==> src/rtl/core/pbdc_pkg.sv <==
// Shared constants, types and decode helpers for the pileup base depth counter.
package pbdc_pkg;

   localparam int COUNT_BITS     = 24;
   localparam int INDEL_LEN_BITS = 16;
   localparam int NUM_BASES      = 5;
   localparam int BASE_BITS      = 3;
   localparam int CHAR_BITS      = 8;
   localparam int STRAND_BITS    = 2;

   localparam int REQ_DATA_BITS  = 2 * CHAR_BITS;
   localparam int RSP_FIELD_BITS = (NUM_BASES + 2) * COUNT_BITS + 2 * BASE_BITS;
   localparam int RSP_DATA_BITS  = ((RSP_FIELD_BITS + 7) / 8) * 8;

   localparam logic [COUNT_BITS-1:0]     COUNT_MAX = '1;
   localparam logic [INDEL_LEN_BITS-1:0] LEN_MAX   = '1;

   typedef logic [COUNT_BITS-1:0] count_type;
   typedef count_type [NUM_BASES-1:0] count_vec_type;

   typedef enum logic [STRAND_BITS-1:0] {
      STRAND_ALL,
      STRAND_FWD,
      STRAND_REV
   } strand_type;

   localparam logic [BASE_BITS-1:0] BASE_A = 3'd0;
   localparam logic [BASE_BITS-1:0] BASE_C = 3'd1;
   localparam logic [BASE_BITS-1:0] BASE_G = 3'd2;
   localparam logic [BASE_BITS-1:0] BASE_T = 3'd3;
   localparam logic [BASE_BITS-1:0] BASE_N = 3'd4;

   localparam logic [CHAR_BITS-1:0] CH_DOT    = 8'h2E;
   localparam logic [CHAR_BITS-1:0] CH_COMMA  = 8'h2C;
   localparam logic [CHAR_BITS-1:0] CH_PLUS   = 8'h2B;
   localparam logic [CHAR_BITS-1:0] CH_MINUS  = 8'h2D;
   localparam logic [CHAR_BITS-1:0] CH_CARET  = 8'h5E;
   localparam logic [CHAR_BITS-1:0] CH_ZERO   = 8'h30;
   localparam logic [CHAR_BITS-1:0] CH_NINE   = 8'h39;
   localparam logic [CHAR_BITS-1:0] CH_UP_A   = 8'h41;
   localparam logic [CHAR_BITS-1:0] CH_UP_C   = 8'h43;
   localparam logic [CHAR_BITS-1:0] CH_UP_G   = 8'h47;
   localparam logic [CHAR_BITS-1:0] CH_UP_T   = 8'h54;
   localparam logic [CHAR_BITS-1:0] CH_UP_N   = 8'h4E;
   localparam logic [CHAR_BITS-1:0] CH_LOW_A  = 8'h61;
   localparam logic [CHAR_BITS-1:0] CH_LOW_C  = 8'h63;
   localparam logic [CHAR_BITS-1:0] CH_LOW_G  = 8'h67;
   localparam logic [CHAR_BITS-1:0] CH_LOW_T  = 8'h74;
   localparam logic [CHAR_BITS-1:0] CH_LOW_N  = 8'h6E;
   localparam logic [CHAR_BITS-1:0] CH_LOW_Z  = 8'h7A;
   localparam logic [CHAR_BITS-1:0] CASE_DIFF = 8'h20;

   // Upper-cases the character, then maps A/C/G/T to 0..3 and anything else to N.
   function automatic logic [BASE_BITS-1:0] base_code(input logic [CHAR_BITS-1:0] ch);
      logic [CHAR_BITS-1:0] up;
      logic [BASE_BITS-1:0] code;
      up = (ch >= CH_LOW_A && ch <= CH_LOW_Z) ? ch - CASE_DIFF : ch;
      case (up)
         CH_UP_A: code = BASE_A;
         CH_UP_C: code = BASE_C;
         CH_UP_G: code = BASE_G;
         CH_UP_T: code = BASE_T;
         default: code = BASE_N;
      endcase
      return code;
   endfunction

endpackage

==> src/rtl/core/pileup_base_depth_counter_core.sv <==
// Pileup base depth counter: character decode, strand counters and result sequencer.
// Throughput: one character transfer per cycle, except while a snapshot drains. A
// position-end (or empty) transfer latches the counters into a snapshot; its three
// results (all, forward, reverse) are loaded in turn from the snapshot into the single
// output register. While a snapshot is draining intake waits, taking the next transfer
// as the reverse result loads. Synchronous reset clears the counters, parse state,
// snapshot valid and output valid.
module pileup_base_depth_counter_core
   import pbdc_pkg::*;
(
   input  logic                     clock,
   input  logic                     reset,
   input  logic                     req_tvalid,
   output logic                     req_tready,
   input  logic [REQ_DATA_BITS-1:0] req_tdata,  // char_code, ref_char
   input  logic                     req_tlast,  // end_of_position
   input  logic                     req_tuser,  // empty_position
   output logic                     rsp_tvalid,
   input  logic                     rsp_tready,
   output logic [RSP_DATA_BITS-1:0] rsp_tdata,  // count_a, count_c, count_g, count_t,
                                                // count_n, depth_total, match_count,
                                                // majority_base, ref_code, zero pad
   output logic                     rsp_tlast,  // last_of_run
   output logic [STRAND_BITS-1:0]   rsp_tuser   // strand_sel
);

   typedef enum logic [1:0] {
      MODE_NORMAL,
      MODE_LENGTH,
      MODE_SKIP
   } mode_type;

   localparam int ACC_BITS = INDEL_LEN_BITS + 4;
   localparam int SUM_BITS = COUNT_BITS + 3;

   mode_type                   mode_ff, mode_in;
   logic [INDEL_LEN_BITS-1:0]  rem_ff, rem_in;
   count_vec_type              fwd_ff, fwd_in, rev_ff, rev_in;
   count_vec_type              snap_fwd_ff, snap_fwd_in, snap_rev_ff, snap_rev_in;
   logic [BASE_BITS-1:0]       snap_ref_ff, snap_ref_in;
   logic                       snap_vld_ff, snap_vld_in;
   strand_type                 snap_idx_ff, snap_idx_in;
   logic                       rsp_vld_ff, rsp_vld_in;
   logic [RSP_DATA_BITS-1:0]   rsp_data_ff, rsp_data_in;
   strand_type                 rsp_strand_ff, rsp_strand_in;
   logic                       rsp_last_ff, rsp_last_in;

   logic [CHAR_BITS-1:0]       ch;
   logic [BASE_BITS-1:0]       ref_code;
   logic                       req_fire, pos_end, rsp_load, snap_free;
   logic                       decode, bump_fwd, bump_rev;
   logic [BASE_BITS-1:0]       bump_idx;
   logic [INDEL_LEN_BITS-1:0]  rem_dec;
   logic [ACC_BITS-1:0]        acc;
   logic                       is_digit;
   mode_type                   mode_upd;
   logic [INDEL_LEN_BITS-1:0]  rem_upd;
   count_vec_type              fwd_upd, rev_upd;
   count_vec_type              cur;
   logic [COUNT_BITS:0]        pair_sum;
   logic [SUM_BITS-1:0]        total_sum;
   count_type                  total, match, best;
   logic [BASE_BITS-1:0]       maj;

   assign ch       = req_tdata[CHAR_BITS-1:0];
   assign ref_code = base_code(req_tdata[REQ_DATA_BITS-1:CHAR_BITS]);
   assign pos_end  = req_tlast | req_tuser;
   assign req_fire = req_tvalid & req_tready;

   assign rsp_load   = snap_vld_ff & (~rsp_vld_ff | rsp_tready);
   assign snap_free  = rsp_load & (snap_idx_ff == STRAND_REV);
   assign req_tready = ~snap_vld_ff | snap_free;

   // Character decode and parse state update.
   always_comb begin
      mode_upd = mode_ff;
      rem_upd  = rem_ff;
      fwd_upd  = fwd_ff;
      rev_upd  = rev_ff;
      decode   = 1'b0;
      bump_fwd = 1'b0;
      bump_rev = 1'b0;
      bump_idx = BASE_N;
      rem_dec  = (rem_ff != '0) ? rem_ff - INDEL_LEN_BITS'(1) : '0;
      is_digit = (ch >= CH_ZERO) && (ch <= CH_NINE);
      acc      = (ACC_BITS'(rem_ff) << 3) + (ACC_BITS'(rem_ff) << 1)
                 + ACC_BITS'(ch[3:0] - CH_ZERO[3:0]);

      case (mode_ff)
         MODE_SKIP: begin
            rem_upd = rem_dec;
            if (rem_dec == '0) mode_upd = MODE_NORMAL;
         end
         MODE_LENGTH: begin
            if (is_digit) begin
               rem_upd = (acc > ACC_BITS'(LEN_MAX)) ? LEN_MAX : acc[INDEL_LEN_BITS-1:0];
            end else if (rem_ff != '0) begin
               // the first non-digit is the first skipped character
               rem_upd  = rem_dec;
               mode_upd = (rem_dec != '0) ? MODE_SKIP : MODE_NORMAL;
            end else begin
               mode_upd = MODE_NORMAL;
               decode   = 1'b1;
            end
         end
         default: decode = 1'b1;
      endcase

      if (decode) begin
         case (ch)
            CH_DOT: begin
               bump_fwd = 1'b1;
               bump_idx = ref_code;
            end
            CH_COMMA: begin
               bump_rev = 1'b1;
               bump_idx = ref_code;
            end
            CH_UP_A, CH_UP_C, CH_UP_G, CH_UP_T, CH_UP_N: begin
               bump_fwd = 1'b1;
               bump_idx = base_code(ch);
            end
            CH_LOW_A, CH_LOW_C, CH_LOW_G, CH_LOW_T, CH_LOW_N: begin
               bump_rev = 1'b1;
               bump_idx = base_code(ch);
            end
            CH_PLUS, CH_MINUS: begin
               mode_upd = MODE_LENGTH;
               rem_upd  = '0;
            end
            CH_CARET: begin
               mode_upd = MODE_SKIP;
               rem_upd  = INDEL_LEN_BITS'(1);
            end
            default: ;
         endcase
      end

      for (int i = 0; i < NUM_BASES; i++) begin
         if (bump_fwd && bump_idx == BASE_BITS'(i) && fwd_ff[i] != COUNT_MAX)
            fwd_upd[i] = fwd_ff[i] + COUNT_BITS'(1);
         if (bump_rev && bump_idx == BASE_BITS'(i) && rev_ff[i] != COUNT_MAX)
            rev_upd[i] = rev_ff[i] + COUNT_BITS'(1);
      end
   end

   // Result build from the snapshot for the strand being sent.
   always_comb begin
      for (int i = 0; i < NUM_BASES; i++) begin
         pair_sum = {1'b0, snap_fwd_ff[i]} + {1'b0, snap_rev_ff[i]};
         case (snap_idx_ff)
            STRAND_FWD: cur[i] = snap_fwd_ff[i];
            STRAND_REV: cur[i] = snap_rev_ff[i];
            default:    cur[i] = pair_sum[COUNT_BITS] ? COUNT_MAX : pair_sum[COUNT_BITS-1:0];
         endcase
      end
      total_sum = '0;
      for (int i = 0; i < NUM_BASES; i++) total_sum = total_sum + SUM_BITS'(cur[i]);
      total = (total_sum > SUM_BITS'(COUNT_MAX)) ? COUNT_MAX : total_sum[COUNT_BITS-1:0];
      match = cur[snap_ref_ff];
      best  = cur[0];
      maj   = BASE_A;
      for (int i = 1; i < NUM_BASES; i++) begin
         if (cur[i] > best) begin
            best = cur[i];
            maj  = BASE_BITS'(i);
         end
      end
   end

   // Next-state selection for all registers.
   always_comb begin
      mode_in       = mode_ff;
      rem_in        = rem_ff;
      fwd_in        = fwd_ff;
      rev_in        = rev_ff;
      snap_fwd_in   = snap_fwd_ff;
      snap_rev_in   = snap_rev_ff;
      snap_ref_in   = snap_ref_ff;
      snap_vld_in   = snap_vld_ff;
      snap_idx_in   = snap_idx_ff;
      rsp_vld_in    = rsp_vld_ff & ~rsp_tready;
      rsp_data_in   = rsp_data_ff;
      rsp_strand_in = rsp_strand_ff;
      rsp_last_in   = rsp_last_ff;

      if (rsp_load) begin
         rsp_vld_in    = 1'b1;
         rsp_data_in   = RSP_DATA_BITS'({snap_ref_ff, maj, match, total, cur});
         rsp_strand_in = snap_idx_ff;
         rsp_last_in   = (snap_idx_ff == STRAND_REV);
         case (snap_idx_ff)
            STRAND_ALL: snap_idx_in = STRAND_FWD;
            STRAND_FWD: snap_idx_in = STRAND_REV;
            default:    snap_vld_in = 1'b0;
         endcase
      end

      if (req_fire) begin
         if (pos_end) begin
            // empty position ignores its character
            snap_fwd_in = req_tuser ? fwd_ff : fwd_upd;
            snap_rev_in = req_tuser ? rev_ff : rev_upd;
            snap_ref_in = ref_code;
            snap_vld_in = 1'b1;
            snap_idx_in = STRAND_ALL;
            fwd_in      = '0;
            rev_in      = '0;
            mode_in     = MODE_NORMAL;
            rem_in      = '0;
         end else begin
            fwd_in  = fwd_upd;
            rev_in  = rev_upd;
            mode_in = mode_upd;
            rem_in  = rem_upd;
         end
      end
   end

   always_ff @(posedge clock) begin
      if (reset) begin
         mode_ff     <= MODE_NORMAL;
         rem_ff      <= '0;
         fwd_ff      <= '0;
         rev_ff      <= '0;
         snap_vld_ff <= 1'b0;
         snap_idx_ff <= STRAND_ALL;
         rsp_vld_ff  <= 1'b0;
      end else begin
         mode_ff     <= mode_in;
         rem_ff      <= rem_in;
         fwd_ff      <= fwd_in;
         rev_ff      <= rev_in;
         snap_vld_ff <= snap_vld_in;
         snap_idx_ff <= snap_idx_in;
         rsp_vld_ff  <= rsp_vld_in;
      end
      snap_fwd_ff   <= snap_fwd_in;
      snap_rev_ff   <= snap_rev_in;
      snap_ref_ff   <= snap_ref_in;
      rsp_data_ff   <= rsp_data_in;
      rsp_strand_ff <= rsp_strand_in;
      rsp_last_ff   <= rsp_last_in;
   end

   assign rsp_tvalid = rsp_vld_ff;
   assign rsp_tdata  = rsp_data_ff;
   assign rsp_tlast  = rsp_last_ff;
   assign rsp_tuser  = rsp_strand_ff;

   // Position end starts a fresh snapshot and leaves cleared counters behind.
   a_end_clears: assert property (@(posedge clock) disable iff (reset)
      req_fire && pos_end |=> snap_vld_ff && snap_idx_ff == STRAND_ALL
                              && fwd_ff == '0 && rev_ff == '0 && mode_ff == MODE_NORMAL)
      else $error("position end did not clear counters or arm snapshot");

   // Only the reverse result closes a position.
   a_last_rev: assert property (@(posedge clock) disable iff (reset)
      rsp_vld_ff |-> rsp_last_ff == (rsp_strand_ff == STRAND_REV))
      else $error("last_of_run not aligned with reverse strand result");

   // Intake never overwrites a snapshot that still has results to send.
   a_no_overrun: assert property (@(posedge clock) disable iff (reset)
      req_fire && snap_vld_ff |-> rsp_load && snap_idx_ff == STRAND_REV)
      else $error("snapshot overwritten before drained");

   // Results of one position come in strand order.
   a_strand_order: assert property (@(posedge clock) disable iff (reset)
      rsp_load && snap_idx_ff == STRAND_ALL |=> snap_vld_ff && snap_idx_ff == STRAND_FWD)
      else $error("strand sequence broken");

endmodule
==> config.mk <==
export PLATFORM = sky130hd
export DESIGN_NAME = pileup_base_depth_counter_core
export DESIGN_NICKNAME = d
export VERILOG_FILES = /design/src/rtl/core/pbdc_pkg.sv /design/src/rtl/core/pileup_base_depth_counter_core.sv
export SDC_FILE = /design/constraint.sdc
export NUM_CORES = 2
export LEC_CHECK = 0
export BUFFER_PORTS_ARGS = -buffer_cell sky130_fd_sc_hd__buf_4
export CORE_MARGIN = 10
export CORE_UTILIZATION = 40
export CTS_BUF_LIST = sky130_fd_sc_hd__clkbuf_16
export CTS_CLUSTER_DIAMETER = 150
export DETAILED_ROUTE_END_ITERATION = 8
export REMOVE_ABC_BUFFERS = 1
export SYNTH_ARGS = -nofsm -noshare
export SYNTH_HDL_FRONTEND = slang
export SYNTH_SLANG_ARGS = --single-unit
==> constraint.sdc <==
create_clock -name clock -period 30.9 [get_ports clock]
set_input_delay 7.725 -clock clock [delete_from_list [all_inputs] [get_ports clock]]
set_output_delay 7.725 -clock clock [all_outputs]
set_load 0.05 [all_outputs]
==> results.txt <==
outcome = completed
Hold Buf Count CTS = 0
CP startpoint = rsp_tready
final setup fails = 0
CP most frequent cell = buf_4
Max transition margin = 21.2%
initial antenna violation count = 5
final period utilization = 52.8%
Total GRT Usage = 24.2%
I/O pins = 203
crit end category = primary output
vias in the first global route = 38500
root buffer cell = clkbuf_16
RSZ-0062 raised after global routing = no
clk buf depth = 3
fin. max-slew vios = 0
clk_skew = 0.0360 ns
min-delay worst type = register to register
largest net degree at the start of global routing = 113
CTS tree = yes
total die area = 132000 um^2
Setup crit end = req_tready
# rows = 125
Placed Cells incl. Taps = 6700
Post-CTS Setup Bufs = 0
Synth Cell Area = 47000 um^2
max layer used = met4
global route total overflow = 0
met2 WL = 70100 um
Skew-Pair Late Insertion Delay = 0.68 ns
crit path max-delay cell type = nor2b_1
Post-synth ARST share = 0%
Port-buffer cells = 200
r2r startpoint = snap_fwd_ff[24]
CP max FO = 4
WL met3 = 14500 um
core region area = 116000 um^2
Via density = 6.06
worst path required time = 23.18 ns
R2R depth = 56
nets@finish = 5661
Slew @ Worst Pin = 1.17 ns
Lkg Pwr = 0.0206 uW
initial DRC count = 4426
register area share after synthesis = 38.0%
Post-synth top cells = nand2_1, edfxtp_1, o21ai_0, nor2_1, a21oi_1
top post-synthesis cells by area = edfxtp_1, dfxtp_1, ha_1
Peak VDD IR = 0.116 mV
Sink Count = 682
crit-path cells = buf_4 -> nor2b_1 -> o21ai_0 -> buf_4
slowest stage delay, CP = 0.31 ns
Setup TNS Final = 0 ns
Max Cap Viol = 0
routed wire length = 166000 um
WP buf/inv = 2
antenna-violating nets left = 0
max frequency = 61.3 MHz
Worst setup SP type = input pin
# DRC = 0
total CTS buffers = 78
arrival time worst endpoint = 8.58 ns
EDFF count, synth = 420
Hold Fails Final Rpt = 0
pwr dens = 100 nW/um^2
global-route wire length before repair = 245000 um
crit-path leading delay family = buffers and inverters
slack of the worst reg-to-reg path = 17.05 ns
mean post-synth cell area = 9.13 um^2
H-tree levels = 3
top_reg_cell synth = edfxtp_1
routed length on met1 = 72300 um
synthesis-stage register bit count = 682
CP Depth = 4
Area growth syn-to-layout = 12.4%
drt wl/cell = 24.2 um
gpl congestion = 0.968
clk slew on worst S/H paths = 0.05 ns
area leader, netlist = edfxtp_1
Initial Util = 40.4%
CP Class = input pin to primary output
Die X-Extent = 363 um
final std cells w/o fill = 6844
Synth Instances = 5148
Die Height = 363 um
dpl hpwl = 124000 um
min cycle time layout = 16.31 ns
RR Endpoint = rsp_tdata[169]
share of layout cells above drive strength 1 = 10.2%
post-cts resize count = 0
unique cell type count in the Yosys netlist = 105
Yosys warnings = 0
most instantiated library cell after synthesis = nand2_1
detailed-route via count = 41500
Detailed Routing Iterations Pass 1 = 6
area share of the largest cell type after synthesis = 26.8%
==> stage by stage <==
step	utilization, %	total power [uW]	hold slack (ns)	cell area [um^2]	worst slack [ns]
floorplan	-	3390	0.444	45900	13.85
global placement	43.2	4270	0.458	50300	14.58
detailed placement	43.2	4310	0.466	50300	14.61
CTS	45.4	5270	0.475	52900	14.60
global route	45.4	5680	0.505	52900	14.54
finish	45.4	5310	0.472	52900	14.59
==> worst min path at each step <==
| stage | start | endpoint | slack (ns) | cells after the start |
|---|---|---|---|---|
| floorplan | rev_ff[71] | rev_ff[71] | 0.44 | 1 |
| global placement | rev_ff[71] | rev_ff[71] | 0.46 | 1 |
| detailed placement | rev_ff[71] | rev_ff[71] | 0.47 | 1 |
| CTS | rev_ff[71] | rev_ff[71] | 0.47 | 1 |
| global route | rev_ff[71] | rev_ff[71] | 0.50 | 1 |
| finish | rev_ff[71] | rev_ff[71] | 0.47 | 1 |
==> worst register-to-register path: cells and delay by family, from the launching register on <==
kind | cells | cell delay [ns]
AOI/OAI and AO/OA | 29 | 6.67
and+or+nand+nor | 13 | 2.33
buffers and inverters | 7 | 2.17
adders and majority gates | 6 | 1.95
DFF | 1 | 0.39
muxes | 1 | 0.23
==> cell type report <==
type | instances | area (um^2)
antenna | 1 | 2.50
clock buffer | 79 | 1980
clock inverter | 64 | 602
fill | 11200 | 63500
inverter | 218 | 826
multi-input combinational | 3965 | 27400
sequential | 682 | 17900
tap | 1524 | 1910
timing repair buffer | 311 | 2330
==> state kept, by name, summed over array words and instances, names as in the netlist, 3 cells and up <==
register / count
rev_ff: 120
snap_rev_ff: 120
snap_ref_ff: 3
snap_fwd_ff: 120
fwd_ff: 120
rem_ff: 16
rsp_tdata: 174
==> report_power, final <==
part / internal [uW] / leakage [uW] / switching, uW
clock: 538 / 0.00129 / 405
combinational: 1240 / 0.0132 / 2020
sequential: 1080 / 0.00611 / 35.3
==> per-layer routing <==
| metal | up-vias | GRT usage (%) |
|---|---|---|
| met5 | - | 0 |
| met3 | 317 | 4.72 |
| met4 | 0 | 12.1 |
| met1 | 19900 | 33.3 |
| li1 | 19500 | - |
| met2 | 1833 | 35.8 |
==> kinds of logic (layout without fill, tap and decap cells) <==
kind of cell / count (synthesis) / after routing / synth area share (%)
XOR/XNOR: 373 / 373 / 6.95
multiplexers: 48 / 48 / 1.08
buffers and inverters: 502 / 672 / 4.07
other: 1 / 3 / 0.00798
AO/OA/AOI/OAI: 1541 / 1541 / 21.4
AND/OR/NAND/NOR: 1618 / 1618 / 17.1
flip-flops: 682 / 682 / 38.0
adder cells (fa/ha/maj): 383 / 383 / 11.4
==> placed cells by master, fill, tap and decap left out, types with 29 or more instances in the layout <==
cell	synthesis	final
nand2_1	468	466
nor2_1	347	345
nand4_1	95	95
a22o_1	46	46
nor2b_1	34	33
o21a_1	50	50
o31ai_1	40	40
a311oi_1	32	32
nor3_1	142	141
a221o_1	29	29
o211ai_1	37	37
and3_1	80	80
or3_1	40	39
buf_4	2	311
nand3_1	169	169
ha_1	306	303
o21ai_1	31	34
edfxtp_1	420	420
xnor2_1	175	175
clkbuf_16	0	79
o22ai_1	45	45
a21oi_1	320	319
nand2b_1	34	34
dfxtp_1	262	262
o21ai_0	380	377
a31oi_1	92	92
inv_1	216	219
a21o_1	93	93
a211oi_1	31	29
fa_1	77	77
xor2_1	198	198
a22oi_1	110	110
nor4_1	46	46
(Power assumes the default switching activity.)
